===== src/hw/rtl/mbr_pkg.sv =====
// Package: shared constants, codes and item types of the MSB-first bit reader.
package mbr_pkg;

  localparam int unsigned ReservoirBits = 64;
  localparam int unsigned HeldW         = $clog2(ReservoirBits + 1);
  localparam int unsigned QueueDepth    = 2;
  localparam int unsigned QueuePtrW     = $clog2(QueueDepth);
  localparam int unsigned QueueCntW     = $clog2(QueueDepth + 1);

  localparam logic       ActPush = 1'b0;
  localparam logic       ActRead = 1'b1;

  localparam logic [5:0] MaxReadBits = 6'd32;

  typedef enum logic [1:0] {
    SWAP_NONE = 2'd0,
    SWAP_16   = 2'd1,
    SWAP_32   = 2'd2
  } swap_e;

  typedef enum logic [1:0] {
    STATUS_OK        = 2'd0,
    STATUS_UNDERFLOW = 2'd1,
    STATUS_OVERFLOW  = 2'd2
  } status_e;

  typedef struct packed {
    logic       is_read;
    logic [7:0] byte_in;
    logic [5:0] bit_count;
    swap_e      swap;
  } op_t;

endpackage


===== src/hw/rtl/mbr_in_if.sv =====
// Interface: input item channel of the bit reader.
interface mbr_in_if;
  logic       valid;
  logic       ready;
  logic       action;
  logic [7:0] byte_in;
  logic [5:0] bit_count;
  logic [1:0] swap_mode;

  modport source (output valid, action, byte_in, bit_count, swap_mode, input ready);
  modport sink   (input valid, action, byte_in, bit_count, swap_mode, output ready);
endinterface


===== src/hw/rtl/mbr_out_if.sv =====
// Interface: result item channel of the bit reader.
interface mbr_out_if;
  logic        valid;
  logic        ready;
  logic [31:0] value;
  logic [1:0]  status;
  logic [6:0]  bits_left;

  modport source (output valid, value, status, bits_left, input ready);
  modport sink   (input valid, value, status, bits_left, output ready);
endinterface


===== src/hw/rtl/mbr_front.sv =====
// Front end: accepts input items and classifies them into queued operations.
module mbr_front (
  mbr_in_if.sink       in_i,
  output logic         op_valid_o,
  output mbr_pkg::op_t op_o,
  input  logic         op_ready_i
);

  always_comb begin
    op_o.is_read = (in_i.action == mbr_pkg::ActRead);
    op_o.byte_in = in_i.byte_in;
    if (in_i.bit_count > mbr_pkg::MaxReadBits) begin
      op_o.bit_count = mbr_pkg::MaxReadBits;
    end else begin
      op_o.bit_count = in_i.bit_count;
    end
    unique case (in_i.swap_mode)
      mbr_pkg::SWAP_16: op_o.swap = mbr_pkg::SWAP_16;
      mbr_pkg::SWAP_32: op_o.swap = mbr_pkg::SWAP_32;
      default:          op_o.swap = mbr_pkg::SWAP_NONE;
    endcase
  end

  assign op_valid_o = in_i.valid;
  assign in_i.ready = op_ready_i;

endmodule


===== src/hw/rtl/mbr_queue.sv =====
// Queue: short FIFO of classified operations between front and back end.
module mbr_queue (
  input  logic         clk_i,
  input  logic         rst_ni,
  input  logic         wr_valid_i,
  input  mbr_pkg::op_t wr_op_i,
  output logic         wr_ready_o,
  output logic         rd_valid_o,
  output mbr_pkg::op_t rd_op_o,
  input  logic         rd_ready_i
);

  mbr_pkg::op_t                     mem_q [mbr_pkg::QueueDepth];
  logic [mbr_pkg::QueuePtrW-1:0]    wr_ptr_q, wr_ptr_d;
  logic [mbr_pkg::QueuePtrW-1:0]    rd_ptr_q, rd_ptr_d;
  logic [mbr_pkg::QueueCntW-1:0]    count_q, count_d;
  logic                             wr_fire, rd_fire;

  localparam logic [mbr_pkg::QueuePtrW-1:0] LastPtr =
    mbr_pkg::QueuePtrW'(mbr_pkg::QueueDepth - 1);
  localparam logic [mbr_pkg::QueueCntW-1:0] FullCnt =
    mbr_pkg::QueueCntW'(mbr_pkg::QueueDepth);

  assign wr_ready_o = (count_q != FullCnt);
  assign rd_valid_o = (count_q != '0);
  assign rd_op_o    = mem_q[rd_ptr_q];
  assign wr_fire    = wr_valid_i && wr_ready_o;
  assign rd_fire    = rd_valid_o && rd_ready_i;

  always_comb begin
    wr_ptr_d = wr_ptr_q;
    rd_ptr_d = rd_ptr_q;
    count_d  = count_q;
    if (wr_fire) begin
      wr_ptr_d = (wr_ptr_q == LastPtr) ? '0 : wr_ptr_q + 1'b1;
    end
    if (rd_fire) begin
      rd_ptr_d = (rd_ptr_q == LastPtr) ? '0 : rd_ptr_q + 1'b1;
    end
    case ({wr_fire, rd_fire})
      2'b10:   count_d = count_q + 1'b1;
      2'b01:   count_d = count_q - 1'b1;
      default: count_d = count_q;
    endcase
  end

  always_ff @(posedge clk_i or negedge rst_ni) begin
    if (!rst_ni) begin
      wr_ptr_q <= '0;
      rd_ptr_q <= '0;
      count_q  <= '0;
    end else begin
      wr_ptr_q <= wr_ptr_d;
      rd_ptr_q <= rd_ptr_d;
      count_q  <= count_d;
    end
  end

  always_ff @(posedge clk_i) begin
    if (wr_fire) begin
      mem_q[wr_ptr_q] <= wr_op_i;
    end
  end

endmodule


===== src/hw/rtl/mbr_back.sv =====
// Back end: reservoir, barrel-shift extraction, byte swap and result register.
module mbr_back (
  input  logic         clk_i,
  input  logic         rst_ni,
  input  logic         op_valid_i,
  input  mbr_pkg::op_t op_i,
  output logic         op_ready_o,
  mbr_out_if.source    out_o
);

  localparam int unsigned ResBits = mbr_pkg::ReservoirBits;
  localparam int unsigned HeldW   = mbr_pkg::HeldW;
  localparam logic [HeldW-1:0] PushLimit = HeldW'(ResBits - 8);
  localparam logic [HeldW-1:0] ByteBits  = HeldW'(8);

  logic [ResBits-1:0] res_q, res_d;
  logic [HeldW-1:0]   held_q, held_d;
  logic               out_valid_q;
  logic [31:0]        value_q, value_d;
  mbr_pkg::status_e   status_q, status_d;
  logic [6:0]         left_q;
  logic               fire;
  logic [HeldW-1:0]   cnt;
  logic [HeldW-1:0]   pos;
  logic [ResBits-1:0] shifted;
  logic [31:0]        raw;
  logic [HeldW+6:0]   held_wide;

  assign op_ready_o = !out_valid_q || out_o.ready;
  assign fire       = op_valid_i && op_ready_o;

  assign cnt     = HeldW'(op_i.bit_count);
  assign pos     = held_q - cnt;
  assign shifted = res_q >> pos;
  assign raw     = shifted[31:0] & ~(32'hFFFF_FFFF << op_i.bit_count);

  always_comb begin
    res_d    = res_q;
    held_d   = held_q;
    value_d  = '0;
    status_d = mbr_pkg::STATUS_OK;
    if (!op_i.is_read) begin
      if (held_q > PushLimit) begin
        status_d = mbr_pkg::STATUS_OVERFLOW;
      end else begin
        res_d  = {res_q[ResBits-9:0], op_i.byte_in};
        held_d = held_q + ByteBits;
      end
    end else if (cnt > held_q) begin
      status_d = mbr_pkg::STATUS_UNDERFLOW;
    end else begin
      held_d = pos;
      unique case (op_i.swap)
        mbr_pkg::SWAP_16: value_d = {16'h0000, raw[7:0], raw[15:8]};
        mbr_pkg::SWAP_32: value_d = {raw[7:0], raw[15:8], raw[23:16], raw[31:24]};
        default:          value_d = raw;
      endcase
    end
  end

  assign held_wide = {7'd0, held_d};

  always_ff @(posedge clk_i or negedge rst_ni) begin
    if (!rst_ni) begin
      res_q       <= '0;
      held_q      <= '0;
      out_valid_q <= 1'b0;
    end else begin
      if (fire) begin
        res_q  <= res_d;
        held_q <= held_d;
      end
      if (op_ready_o) begin
        out_valid_q <= op_valid_i;
      end
    end
  end

  always_ff @(posedge clk_i) begin
    if (fire) begin
      value_q  <= value_d;
      status_q <= status_d;
      left_q   <= held_wide[6:0];
    end
  end

  assign out_o.valid     = out_valid_q;
  assign out_o.value     = value_q;
  assign out_o.status    = status_q;
  assign out_o.bits_left = left_q;

endmodule


===== src/hw/rtl/msb_first_bit_reader.sv =====
// Top level: MSB-first bit reader with byte push and 0..32 bit reads.
// Accepts one push or read item every clock cycle while results are taken and
// returns one result item for each, in order; each item is written into the queue,
// read by the back end and held in its output register until the result is taken.
// The front end classifies items into a two-entry queue; the back end updates the
// 64-bit reservoir with a single barrel shift per item and holds the result in an
// output register, so input is taken while a finished result waits to be taken,
// until the two queue entries fill.
module msb_first_bit_reader (
  input  logic       clk_i,
  input  logic       rst_ni,
  mbr_in_if.sink     in_i,
  mbr_out_if.source  out_o
);

  logic         f_valid, f_ready;
  mbr_pkg::op_t f_op;
  logic         b_valid, b_ready;
  mbr_pkg::op_t b_op;

  mbr_front u_front (
    .in_i       (in_i),
    .op_valid_o (f_valid),
    .op_o       (f_op),
    .op_ready_i (f_ready)
  );

  mbr_queue u_queue (
    .clk_i      (clk_i),
    .rst_ni     (rst_ni),
    .wr_valid_i (f_valid),
    .wr_op_i    (f_op),
    .wr_ready_o (f_ready),
    .rd_valid_o (b_valid),
    .rd_op_o    (b_op),
    .rd_ready_i (b_ready)
  );

  mbr_back u_back (
    .clk_i      (clk_i),
    .rst_ni     (rst_ni),
    .op_valid_i (b_valid),
    .op_i       (b_op),
    .op_ready_o (b_ready),
    .out_o      (out_o)
  );

endmodule


===== src/flat_wrapper.sv =====
// flat-port wrapper written by rule: the top's interface ports become plain ports
module msb_first_bit_reader_flat 
  (clk_i, rst_ni, in_i_valid, in_i_action, in_i_byte_in, in_i_bit_count, in_i_swap_mode, in_i_ready, out_o_valid, out_o_value, out_o_status, out_o_bits_left, out_o_ready);
  mbr_in_if in_i_i ();
  mbr_out_if out_o_i ();
  input  logic clk_i;
  input  logic rst_ni;
  input wire logic [$bits(in_i_i.valid)-1:0] in_i_valid;
  input wire logic [$bits(in_i_i.action)-1:0] in_i_action;
  input wire logic [$bits(in_i_i.byte_in)-1:0] in_i_byte_in;
  input wire logic [$bits(in_i_i.bit_count)-1:0] in_i_bit_count;
  input wire logic [$bits(in_i_i.swap_mode)-1:0] in_i_swap_mode;
  output wire logic [$bits(in_i_i.ready)-1:0] in_i_ready;
  output wire logic [$bits(out_o_i.valid)-1:0] out_o_valid;
  output wire logic [$bits(out_o_i.value)-1:0] out_o_value;
  output wire logic [$bits(out_o_i.status)-1:0] out_o_status;
  output wire logic [$bits(out_o_i.bits_left)-1:0] out_o_bits_left;
  input wire logic [$bits(out_o_i.ready)-1:0] out_o_ready;
  assign in_i_i.valid = in_i_valid;
  assign in_i_i.action = in_i_action;
  assign in_i_i.byte_in = in_i_byte_in;
  assign in_i_i.bit_count = in_i_bit_count;
  assign in_i_i.swap_mode = in_i_swap_mode;
  assign in_i_ready = in_i_i.ready;
  assign out_o_valid = out_o_i.valid;
  assign out_o_value = out_o_i.value;
  assign out_o_status = out_o_i.status;
  assign out_o_bits_left = out_o_i.bits_left;
  assign out_o_i.ready = out_o_ready;
  msb_first_bit_reader u_core (.clk_i(clk_i), .rst_ni(rst_ni), .in_i(in_i_i), .out_o(out_o_i));
endmodule

===== config.mk =====
export PLATFORM = sky130hd
export DESIGN_NAME = msb_first_bit_reader_flat
export DESIGN_NICKNAME = d
export VERILOG_FILES = /design/src/hw/rtl/mbr_pkg.sv /design/src/hw/rtl/mbr_in_if.sv /design/src/hw/rtl/mbr_out_if.sv /design/src/hw/rtl/mbr_front.sv /design/src/hw/rtl/mbr_queue.sv /design/src/hw/rtl/mbr_back.sv /design/src/hw/rtl/msb_first_bit_reader.sv /design/src/flat_wrapper.sv
export SDC_FILE = /design/constraint.sdc
export NUM_CORES = 1
export LEC_CHECK = 0
export BUFFER_PORTS_ARGS = -buffer_cell sky130_fd_sc_hd__buf_2
export CAP_MARGIN = 25
export CORE_MARGIN = 2
export CORE_UTILIZATION = 40
export DETAILED_ROUTE_END_ITERATION = 12
export PLACE_DENSITY = 0.63
export SLEW_MARGIN = 30
export SYNTH_ARGS = -nofsm -noshare
export SYNTH_HDL_FRONTEND = slang
export SYNTH_SLANG_ARGS = --single-unit

===== constraint.sdc =====
create_clock -name clk_i -period 11.4 [get_ports clk_i]
set_input_delay 0.57 -clock clk_i [delete_from_list [all_inputs] [get_ports clk_i]]
set_output_delay 0.57 -clock clk_i [all_outputs]
set_load 0.02 [all_outputs]

Yosys cells after proc, flatten, opt, wreduce, memory -nomap -nowiden
Memories as Yosys holds them, arrays and structs flattened.
Index checks and enable logic that the tools add are counted.
{"block": "op_classes", "addsub": 6, "shift": 2, "bitwise_logic": 4, "muxes": 14, "order_cmp": 3, "reduce_logical": 8, "n_eq_ne": 7}
{"cell": "$pmux W32 S2", "n": 1}
{"cell": "$shr A64 B7 Y32", "n": 1}
{"cell": "$and A32 B32 Y32", "n": 1}
{"cell": "$not A32 Y32", "n": 1}
{"cell": "$shl A32 B6 Y32 const A", "n": 1}
{"cell": "$mux W7", "n": 3}
{"cell": "$pmux W2 S2", "n": 2}
{"cell": "$add A7 B4 Y7 const B", "n": 1}
{"cell": "$gt A6 B7 Y1", "n": 1}
{"cell": "$gt A7 B6 Y1 const B", "n": 1}
{"cell": "$sub A7 B6 Y7", "n": 1}
{"cell": "$eq A2 B1 Y1 const B", "n": 3}
{"cell": "$eq A2 B2 Y1 const B", "n": 3}
{"cell": "$gt A6 B6 Y1 const B", "n": 1}
{"cell": "$mux W6", "n": 1}
{"cell": "$mux W1", "n": 5}
{"cell": "$mux W2", "n": 2}
{"cell": "$reduce_bool A2 Y1", "n": 2}
{"cell": "$reduce_and A3 Y1", "n": 1}
{"cell": "$add A1 B1 Y1 const B", "n": 2}
{"cell": "$add A2 B1 Y2 const B", "n": 1}
{"cell": "$logic_and A1 B1 Y1", "n": 2}
{"cell": "$ne A2 B2 Y1 const B", "n": 1}
{"cell": "$not A1 Y1", "n": 2}
{"cell": "other kinds (4)", "n": 4}
{"block": "word_totals", "word_cells": 54, "reg_bits": 117, "mem_bits_rw": 34, "mem_count": 1, "in_bits": 21, "output_inout_bits": 43}
{"memory": "u_core.u_queue.mem_q", "depth": 2, "word_bits": 17, "read_ports": 1, "rd_ports_with_merged_regs": 0, "wr": 1, "line": "mbr_queue.sv:13", "rtl": "mbr_pkg::op_t mem_q [mbr_pkg::QueueDepth];"}

Longest topological paths before layout
Gate-level depths: netlist of run 1.
{"block": "logic_depth", "ltp_word": 5, "depth_mapped": 17, "mapped_depth_nobuf": 11}

Cells and area by module
A second synthesis of run 1 with hierarchy kept.
{"block": "unflattened", "cells_unflattened": 1003, "area_unflattened_um2": 10468.8}
{"module": "mbr_back", "area_per_inst_um2": 8908.5, "seq_area_each_um2": 3032.9, "cells_each": 914, "instances": 1}
{"module": "mbr_queue", "area_per_inst_um2": 1430.1, "seq_area_each_um2": 1121.1, "cells_each": 70, "instances": 1}
{"module": "mbr_front", "area_per_inst_um2": 130.1, "seq_area_each_um2": 0.0, "cells_each": 19, "instances": 1}

Least setup slack after synthesis of run 1
No wires, ideal clock.
{"block": "synth_timing", "kind": "flip-flop to flip-flop", "start": "reg u_core.u_queue.rd_ptr_q", "end": "reg u_core.u_back.value_q[1], in the netlist u_core.u_back.out_o.value[1] (data pin)", "synth_period_minus_slack_ns": 4.198, "required_time_ns": 11.139, "setup_time_ns": 0.261, "n_path_buf": 5, "path_slack_ns": 7.202, "path_stages_with_launch": 15, "arrival_time_ns": 3.937, "path_cell_list": "dfrtp_1 -> buf_2 -> buf_1 -> mux2_2 -> ha_1 -> fa_1 -> buf_4 -> buf_4 -> buf_4 -> mux4_2 -> a211oi_1 -> a211oi_1 -> a31oi_1 -> o22ai_1 -> a221o_1"}
{"block": "synth_between", "elab_chain_cells": 5, "word_cells_on_any_way": 12, "classes_between": "add/sub (1); order compare (1); eq/ne (2); shift (2); mux (1); bitwise (3); reduce/logical (1); memory (1)"}
{"item": "start, declared", "line": "mbr_queue.sv:15", "rtl": "logic [mbr_pkg::QueuePtrW-1:0] rd_ptr_q, rd_ptr_d;"}
{"item": "start signal, assigned", "line": "mbr_queue.sv:54", "rtl": "rd_ptr_q <= rd_ptr_d;"}
{"item": "$mem_v2 Z2 W17 (*)"}
{"item": "$sub A7 B6 Y7 / $shl A32 B6 Y32 (equally long branches)", "line": "mbr_back.sv:33, mbr_back.sv:35"}
{"item": "$shr A64 B7 Y32 / $not A32 Y32 (equally long branches)", "line": "mbr_back.sv:34, mbr_back.sv:35"}
{"item": "$and A32 B32 Y32", "line": "mbr_back.sv:35", "rtl": "assign raw = shifted[31:0] & ~(32'hFFFF_FFFF << op_i.bit_count);"}
{"item": "$pmux W32 S2", "line": "mbr_back.sv:53", "rtl": "unique case (op_i.swap)"}
{"item": "end signal, assigned", "line": "mbr_back.sv:81", "rtl": "value_q <= value_d;"}
{"item": "end, declared", "line": "mbr_back.sv:19", "rtl": "logic [31:0] value_q, value_d;"}
Every way passes the cells marked *; elsewhere a longest branch is shown, timed or not.
A chain may end at the register's enable or synchronous reset.

Worst setup path after layout of run 1
{"block": "layout_timing", "start": "reg u_core.u_queue.rd_ptr_q", "end": "reg u_core.u_back.value_q[0], in the netlist u_core.u_back.out_o.value[0] (data pin)"}
The elaborated chain is that of the path after synthesis.

==> results by group, run 1 <==
Placement
  • Hpwl dp: 22800 um
  • Port-buffer cells: 63
  • DP Area: 11300 um2
  • Gpl congestion: 0.986

Routing
  • Vias/cell: 6.03
  • # DRC: 0
  • Routed wire length: 30500 um
  • Vias: 8412
  • Post-route ant nets: 0
  • Router iterations before antenna repair: 5
  • DRT iter0 DRCs: 854
  • WL/cell: 21.9 um

Clocking
  • Post-CTS resize count: 0
  • CTS Root Cell: clkbuf_16
  • H-tree depth: 4
  • CTS buffer count: 17
  • Bufs on Longest Clock Path: 2
  • Clock sinks: 151
  • Hold Buf Count CTS: 0
  • Post-CTS Setup Repair Bufs: 0
  • Clock transition at path regs: 0.07 ns
  • CTS tree: done
  • Clock latency on the worst-skew pair: 0.44 ns

Die
  • # rows: 60
  • Die Width: 168 um
  • Die area: 28200 um2
  • I/O pin cnt: 64
  • Die Y: 168 um
  • Core footprint: 26700 um2
  • Initial Util: 40.3%

Yosys
  • Yosys reg bits: 151
  • XOR/XNOR share of the synthesized area: 1.30%
  • Post-synth EDFFs: 75
  • Post-synthesis sequential area ratio: 38.6%
  • Unique masters post-synth: 78
  • Post-synthesis simple-gate area fraction: 11.4%
  • Largest family of logic cells by synthesized area: multiplexers
  • Primary FF master, synth: dfrtp_1
  • Mean area per synthesized cell: 10.7 um2
  • Ys async rst share: 50.3%
  • Ranking of synthesized cells by area: edfxtp_1, dfrtp_1, mux2i_1, mux2_2, mux4_2
  • Cells after Synth: 1009
  • Syn Nets: 1046
  • Synth Area in Compound Gates: 13.4%
  • Yosys warns: 0
  • Post-synthesis mux area share: 29.3%
  • Yosys top cell by area: edfxtp_1
  • Adder-Cell Fraction of Synth Area: 2.00%
  • Synth Cell Area: 10800 um2
  • Share of the synthesized area in the top cell type: 20.9%

Global routing
  • Total grt overflow: 0
  • Total GRT Usage: 21.9%
  • Vias in the first global route: 8129
  • Number of antenna violations at the first check in global routing: 0
  • First-pass GRT wire length: 48200 um
  • Largest net degree at the start of global routing: 77

Critical path
  • Worst setup path class: register to register
  • Critical Path RT: 11.68 ns
  • Worst path bufs/invs: 2
  • Top Family by Delay on Critical Path: multiplexers
  • Critical path endpoint category: register
  • CP arrival: 5.76 ns
  • Startpoint Class: register
  • CP cell instances: buf_4, mux2_2, ha_1, fa_4, buf_4, mux2i_1, mux2_2, mux2_2, mux2i_1, mux2i_1, o22ai_1, a22oi_1, o21ai_0
  • CP max stage delay: 1.01 ns
  • Stages on worst setup path: 13
  • FF-to-FF path depth: 13
  • Slowest-stage cell, CP: fa_4
  • Largest fanout on the critical path: 58

STA
  • Setup-failing EPs final: 0
  • Final hold viol count: 0
  • Setup TNS: 0 ns
  • Fmax: 0.182 GHz
  • Clock Skews: 0.0112 ns
  • RSZ-0062 raised after global routing: false
  • Period Utilization, post-route: 48.1%
  • Final Max Tran Viols: 0
  • Hold slack: 0.160 ns
  • Final min period: 5.48 ns
  • Worst-Margin Slew: 1.05 ns
  • Max-slew headroom: 29.8%

Finish
  • Final net count: 1078
  • Area growth syn-to-layout: 11.0%
  • Post-route cell area: 11900 um2
  • Layout cell share with drive strength beyond 1: 23.6%
  • Fillcell total: 2501
  • Antenna Cells: 0

Worst hold path
  • Hold Crit Class: input port to asynchronous set/reset pin

Flow run
  • Number of max-cap violations: 0

Outcome
  • Status: complete, no violations
[cell usage after synthesis (3+ instances only)]
library cell and number:
a31oi_1 9, or3_1 3, a21o_1 5, o221ai_1 13
dfrtp_1 76, nor2b_1 13, xor2_1 3, and3_1 8
buf_4 8, a211oi_1 14, edfxtp_1 75, buf_2 26
o22a_1 4, and2_1 5, nor2_1 62, o21ai_0 43
o32ai_1 3, inv_1 14, o2111ai_1 5, ha_1 14
o211ai_1 8, nand2_1 99, or2_2 6, a211o_1 4
a21oi_1 35, nand2b_1 6, o31ai_1 4, o22ai_1 25
a221o_1 7, mux2_2 83, xnor2_1 8, buf_6 6
nor3_1 18, clkbuf_1 24, mux2i_1 159, nand3b_1 4
a221oi_1 4, buf_1 7, mux4_2 26, a22oi_1 4
nand3_1 25
[stage by stage]
step	setup WS (ns)	util [%]	instances
global placement	6.10	42.5	1363
finish	5.92	44.8	1395
CTS	6.03	44.8	1395
detailed placement	6.04	42.5	1363
global route	5.63	44.8	1395
floorplan	7.20	-	1009
[path summary, 6_finish.rpt]
kind	from	endpoint	slack [ns]
setup / recovery	u_core.u_queue.rd_ptr_q	u_core.u_back.out_o.value[0]	5.92
hold / removal	rst_ni	u_core.u_back.res_q[5]	0.16
setup reg to reg	u_core.u_queue.rd_ptr_q	u_core.u_back.out_o.value[0]	5.92
hold reg to reg	u_core.u_queue.wr_ptr_q	u_core.u_queue.wr_ptr_q	0.49
max in group asynchronous	rst_ni	u_core.u_back.held_q[6]	10.74
min in group clk_i	in_i_byte_in[5]	u_core.u_queue.mem_q[0][13]	0.32
[per-layer routing]
layer | wire length, um | vias to the layer above | global-route usage (%)
li1 | - | 3931 | -
met1 | 14200 | 4113 | 31.3
met2 | 13600 | 317 | 33.3
met3 | 1670 | 51 | 3.20
met4 | 1090 | 0 | 9.34
met5 | 0 | - | 0
[layout make-up]
class	instances	area (um2)	share of cell area, %
clock buffer	17	425	3.57
clock inverter	15	176	1.48
inverter	14	52.6	0.440
multi-input combinational	773	6220	52.1
sequential	151	4150	34.8
tap	341	427	3.58
timing repair buffer	84	479	4.02
[logic make-up after synthesis]
logic type                 after synthesis
DFF                                    151
adders and majority gates               16
AOI/OAI and AO/OA                      210
and+or+nand+nor                        264
xor gates and xnor gates                13
buffers and inverters                   85
muxes                                  270
[state kept, by name (all words and copies together) (netlist names)]
signal	cells
u_core.u_back.held_q	7
u_core.u_back.out_o.bits_left	7
u_core.u_back.out_o.status	2
u_core.u_back.out_o.valid	1
u_core.u_back.out_o.value	32
u_core.u_back.res_q	64
u_core.u_queue.count_q	2
u_core.u_queue.mem_q	34
u_core.u_queue.rd_ptr_q	1
u_core.u_queue.wr_ptr_q	1
[cell usage in the layout (no fill, tap or decap), drive strengths merged, types with 17 or more instances in the layout]
master / instances
nor2: 63
o22ai: 25
nor3: 19
mux2: 84
a21oi: 36
clkbuf: 17
nand2: 99
dfrtp: 76
mux2i: 159
edfxtp: 75
o21ai: 44
nand3: 25
buf: 84
inv: 24
mux4: 27
[worst reg2reg max path: cells and delay by family (launching register included)]
kind	cells	cell delay, ns
buffers and inverters	2	1.05
DFF	1	0.36
adders and majority gates	2	1.25
AOI/OAI and AO/OA	3	0.72
muxes	6	1.94
Power of run 1 is left out: the tool's default activity adds up to more than one toggle a clock period on the data nets, which glitch-free logic cannot reach.
==> run 2, diff against run 1 <==
--- a/config.mk
+++ b/config.mk
@@ -5,12 +5,13 @@
 export SDC_FILE = /design/constraint.sdc
 export NUM_CORES = 1
 export LEC_CHECK = 0
+export ABC_AREA = 1
 export BUFFER_PORTS_ARGS = -buffer_cell sky130_fd_sc_hd__buf_2
 export CAP_MARGIN = 25
 export CORE_MARGIN = 2
 export CORE_UTILIZATION = 40
 export DETAILED_ROUTE_END_ITERATION = 12
-export PLACE_DENSITY = 0.63
+export PLACE_DENSITY = 0.65
 export SLEW_MARGIN = 30
 export SYNTH_ARGS = -nofsm -noshare
 export SYNTH_HDL_FRONTEND = slang
==> constraint.sdc (replaced) <==
create_clock -name clk_i -period 4.5 [get_ports clk_i]
set_input_delay 0.225 -clock clk_i [delete_from_list [all_inputs] [get_ports clk_i]]
set_output_delay 0.225 -clock clk_i [all_outputs]
set_load 0.02 [all_outputs]
==> results by group, run 2 <==
Routing
  • WL/cell: 18.6 um (was 21.9 um)
  • Vias: 10900 (was 8412)
  • DRT iter0 DRCs: 1222 (was 854)
  • Routed wire length: 34900 um (was 30500 um)
  • Post-route ant nets: 0 (unchanged)
  • # DRC: 0 (unchanged)
  • Vias/cell: 5.77 (was 6.03)
  • Router iterations before antenna repair: 8 (was 5)

Worst hold path
  • Hold Crit Class: input port to register (was input port to asynchronous set/reset pin)
  • Depth of the worst hold-timing path: 1
  • Hold Startpoint: in_i_bit_count[5]
  • End of the worst hold path: u_core.u_queue.mem_q[1][7]

Yosys
  • Post-synthesis simple-gate area fraction: 41.2% (was 11.4%)
  • Yosys top cell by area: nand3_1 (was edfxtp_1)
  • Cells after Synth: 1501 (was 1009)
  • Post-synthesis sequential area ratio: 38.6% (about the same)
  • Commonest cells post-synth: nand3_1, nand2_1, inv_1 (was mux2i_1, nand2_1, mux2_2)
  • Most common cell in the synthesized netlist: nand3_1 (was mux2i_1)
  • Syn Nets: 1538 (was 1046)
  • Mean area per synthesized cell: 7.17 um2 (was 10.7 um2)
  • Primary FF master, synth: dfrtp_1 (unchanged)
  • Synth Cell Area: 10800 um2 (about the same)
  • Share of the synthesized area in the top cell type: 22.6% (was 20.9%)
  • Largest family of logic cells by synthesized area: simple AND/OR/NAND/NOR gates (was multiplexers)
  • Adder-Cell Fraction of Synth Area: 2.00% (about the same)
  • Yosys reg bits: 151 (unchanged)
  • Ys async rst share: 50.3% (unchanged)
  • Post-synthesis mux area share: 5.76% (was 29.3%)
  • Post-synth EDFFs: 75 (unchanged)
  • Unique masters post-synth: 29 (was 78)
  • Ranking of synthesized cells by area: nand3_1, edfxtp_1, dfrtp_1, nand2_1, mux2_2 (was edfxtp_1, dfrtp_1, mux2i_1, mux2_2, mux4_2)
  • Yosys warns: 0 (unchanged)
  • Synth Area in Compound Gates: 5.38% (was 13.4%)
  • XOR/XNOR share of the synthesized area: 0.488% (was 1.30%)

STA
  • Hold slack: 0.0172 ns (was 0.160 ns)
  • Final setup margin: 0.520 ns (was 5.92 ns)
  • Final Max Tran Viols: 0 (unchanged)
  • Setup TNS: 0 ns (unchanged)
  • Setup-failing EPs final: 0 (unchanged)
  • Period Utilization, post-route: 88.4% (was 48.1%)
  • Max-slew headroom: 41.8% (was 29.8%)
  • Worst-Margin Slew: 0.873 ns (was 1.05 ns)
  • Clock Skews: 0.0179 ns (was 0.0112 ns)
  • Final hold viol count: 0 (unchanged)
  • Final min period: 3.98 ns (was 5.48 ns)
  • Fmax: 0.251 GHz (was 0.182 GHz)
  • RSZ-0062 raised after global routing: false (unchanged)

Global routing
  • Number of antenna violations at the first check in global routing: 0 (unchanged)
  • Total grt overflow: 0 (unchanged)
  • Vias in the first global route: 10500 (was 8129)
  • First-pass GRT wire length: 57000 um (was 48200 um)
  • Total GRT Usage: 25.5% (was 21.9%)
  • Largest net degree at the start of global routing: 77 (unchanged)

Clocking
  • Bufs on Longest Clock Path: 2 (unchanged)
  • CTS tree: done (unchanged)
  • Clock transition at path regs: 0.07 ns (about the same)
  • CTS Root Cell: clkbuf_16 (unchanged)
  • CTS buffer count: 17 (unchanged)
  • Clock sinks: 151 (unchanged)
  • H-tree depth: 4 (unchanged)
  • Clock latency on the worst-skew pair: 0.44 ns (about the same)
  • Post-CTS Setup Repair Bufs: 0 (unchanged)

Critical path
  • RR Endpoint: u_core.u_back.out_o.value[4] (was u_core.u_back.out_o.value[0])
  • Critical Path RT: 4.69 ns (was 11.68 ns)
  • Critical path endpoint category: register (unchanged)
  • Worst setup path class: register to register (unchanged)
  • CP arrival: 4.17 ns (was 5.76 ns)
  • Critical R2R Launch: u_core.u_queue.rd_ptr_q (unchanged)
  • Startpoint Class: register (unchanged)
  • Largest fanout on the critical path: 56 (was 58)
  • R2R setup slack: 0.52 ns (was 5.92 ns)
  • FF-to-FF path depth: 16 (was 13)

Placement
  • Hpwl dp: 25400 um (was 22800 um)
  • Setup Slack @ Placement: 0.574 ns (was 6.04 ns)
  • Port-buffer cells: 63 (unchanged)
  • Gpl congestion: 1.03 (was 0.986)

Flow run
  • Number of max-cap violations: 0 (unchanged)

Die
  • # rows: 60 (unchanged)
  • Die area: 28200 um2 (about the same)
  • Initial Util: 40.4% (was 40.3%)
  • Core footprint: 26700 um2 (unchanged)
  • I/O pin cnt: 64 (unchanged)
  • Die Y: 168 um (about the same)
  • Die Width: 168 um (about the same)

Finish
  • Top reg by flops: u_core.u_back.res_q (unchanged)
  • Largest register FFs: 64 (unchanged)
  • Layout cell share with drive strength beyond 1: 12.2% (was 23.6%)
  • Antenna Cells: 0 (unchanged)
  • Commonest non-fill, non-tap cell in the layout: nand3_1 (was mux2i_1)
  • Fin util: 45.3% (was 44.8%)
  • Area growth syn-to-layout: 12.2% (was 11.0%)
  • Commonest cells after routing, fill and taps aside: nand3_1, nand2_1, inv_1, dfrtp_1, edfxtp_1 (was mux2i_1, nand2_1, mux2_2, dfrtp_1, edfxtp_1)
  • Final net count: 1565 (was 1078)

Outcome
  • Status: complete, no violations (unchanged)
run 2: stage by stage:
| step | area (um2) | instances |
|---|---|---|
| 3_3_place_gp | 11400 | 1839 |
| 3_5_place_dp | 11400 | 1839 |
| 5_1_grt | 12100 | 1882 |
| 6_report | 12100 | 1882 |
| 4_1_cts | 12100 | 1882 |
| 2_1_floorplan | 10800 | 1501 |
run 2: critical path, stage by stage, from the launching register on:
cell	delay [ns]
dfrtp_1	0.49
o21ai_0	0.33
inv_1	0.14
ha_1	0.26
fa_2	0.59
buf_4	0.48
nand3_1	0.21
nand3_1	0.15
nand2_1	0.06
nand2_1	0.06
nand2_1	0.09
o21ai_0	0.34
nand2_1	0.17
nand3_1	0.13
nand3_1	0.09
nand2_1	0.06
inv_1	0.05
run 2: routing by layer:
layer  track usage [%]  part of all wire [%]  up-vias
met2              42.8                    47      449
met5                 0                     0        -
met1              34.1                    44     5078
met3              3.41                   6.0       66
li1                  -                     -     5264
met4              8.58                   3.3        0
run 2: kinds of logic after synthesis:
| kind of cell | after synthesis |
|---|---|
| AND/OR/NAND/NOR | 983 |
| buffers and inverters | 183 |
| flip-flops | 151 |
| AO/OA/AOI/OAI | 107 |
| multiplexers | 55 |
| adder cells (fa/ha/maj) | 16 |
| XOR/XNOR | 6 |
run 2: worst max path at each step:
stage / start / slack [ns] / endpoint / depth (start not counted)
floorplan: u_core.u_queue.rd_ptr_q / 1.10 / u_core.u_back.out_o.value[0] / 18
global placement: u_core.u_queue.rd_ptr_q / 0.72 / u_core.u_back.out_o.value[4] / 16
detailed placement: u_core.u_queue.rd_ptr_q / 0.57 / u_core.u_back.out_o.value[4] / 16
CTS: u_core.u_queue.rd_ptr_q / 0.57 / u_core.u_back.out_o.value[12] / 16
global route: u_core.u_queue.rd_ptr_q / 0.23 / u_core.u_back.out_o.value[12] / 16
finish: u_core.u_queue.rd_ptr_q / 0.52 / u_core.u_back.out_o.value[4] / 16
run 2: layout make-up:
| cell class | instances | area (um2) |
|---|---|---|
| fill | 2665 | 14600 |
| tap | 341 | 427 |
| clock inverter | 14 | 113 |
| multi-input combinational | 1167 | 5950 |
| timing repair buffer | 100 | 652 |
| clock buffer | 18 | 429 |
| inverter | 91 | 343 |
| sequential | 151 | 4150 |
run 2: repair_timing:
item	CTS	global route
hold buffers	11	0
hold endpoints to repair	63	0
gates resized for setup	0	0
Power of run 2 is left out for the same reason.
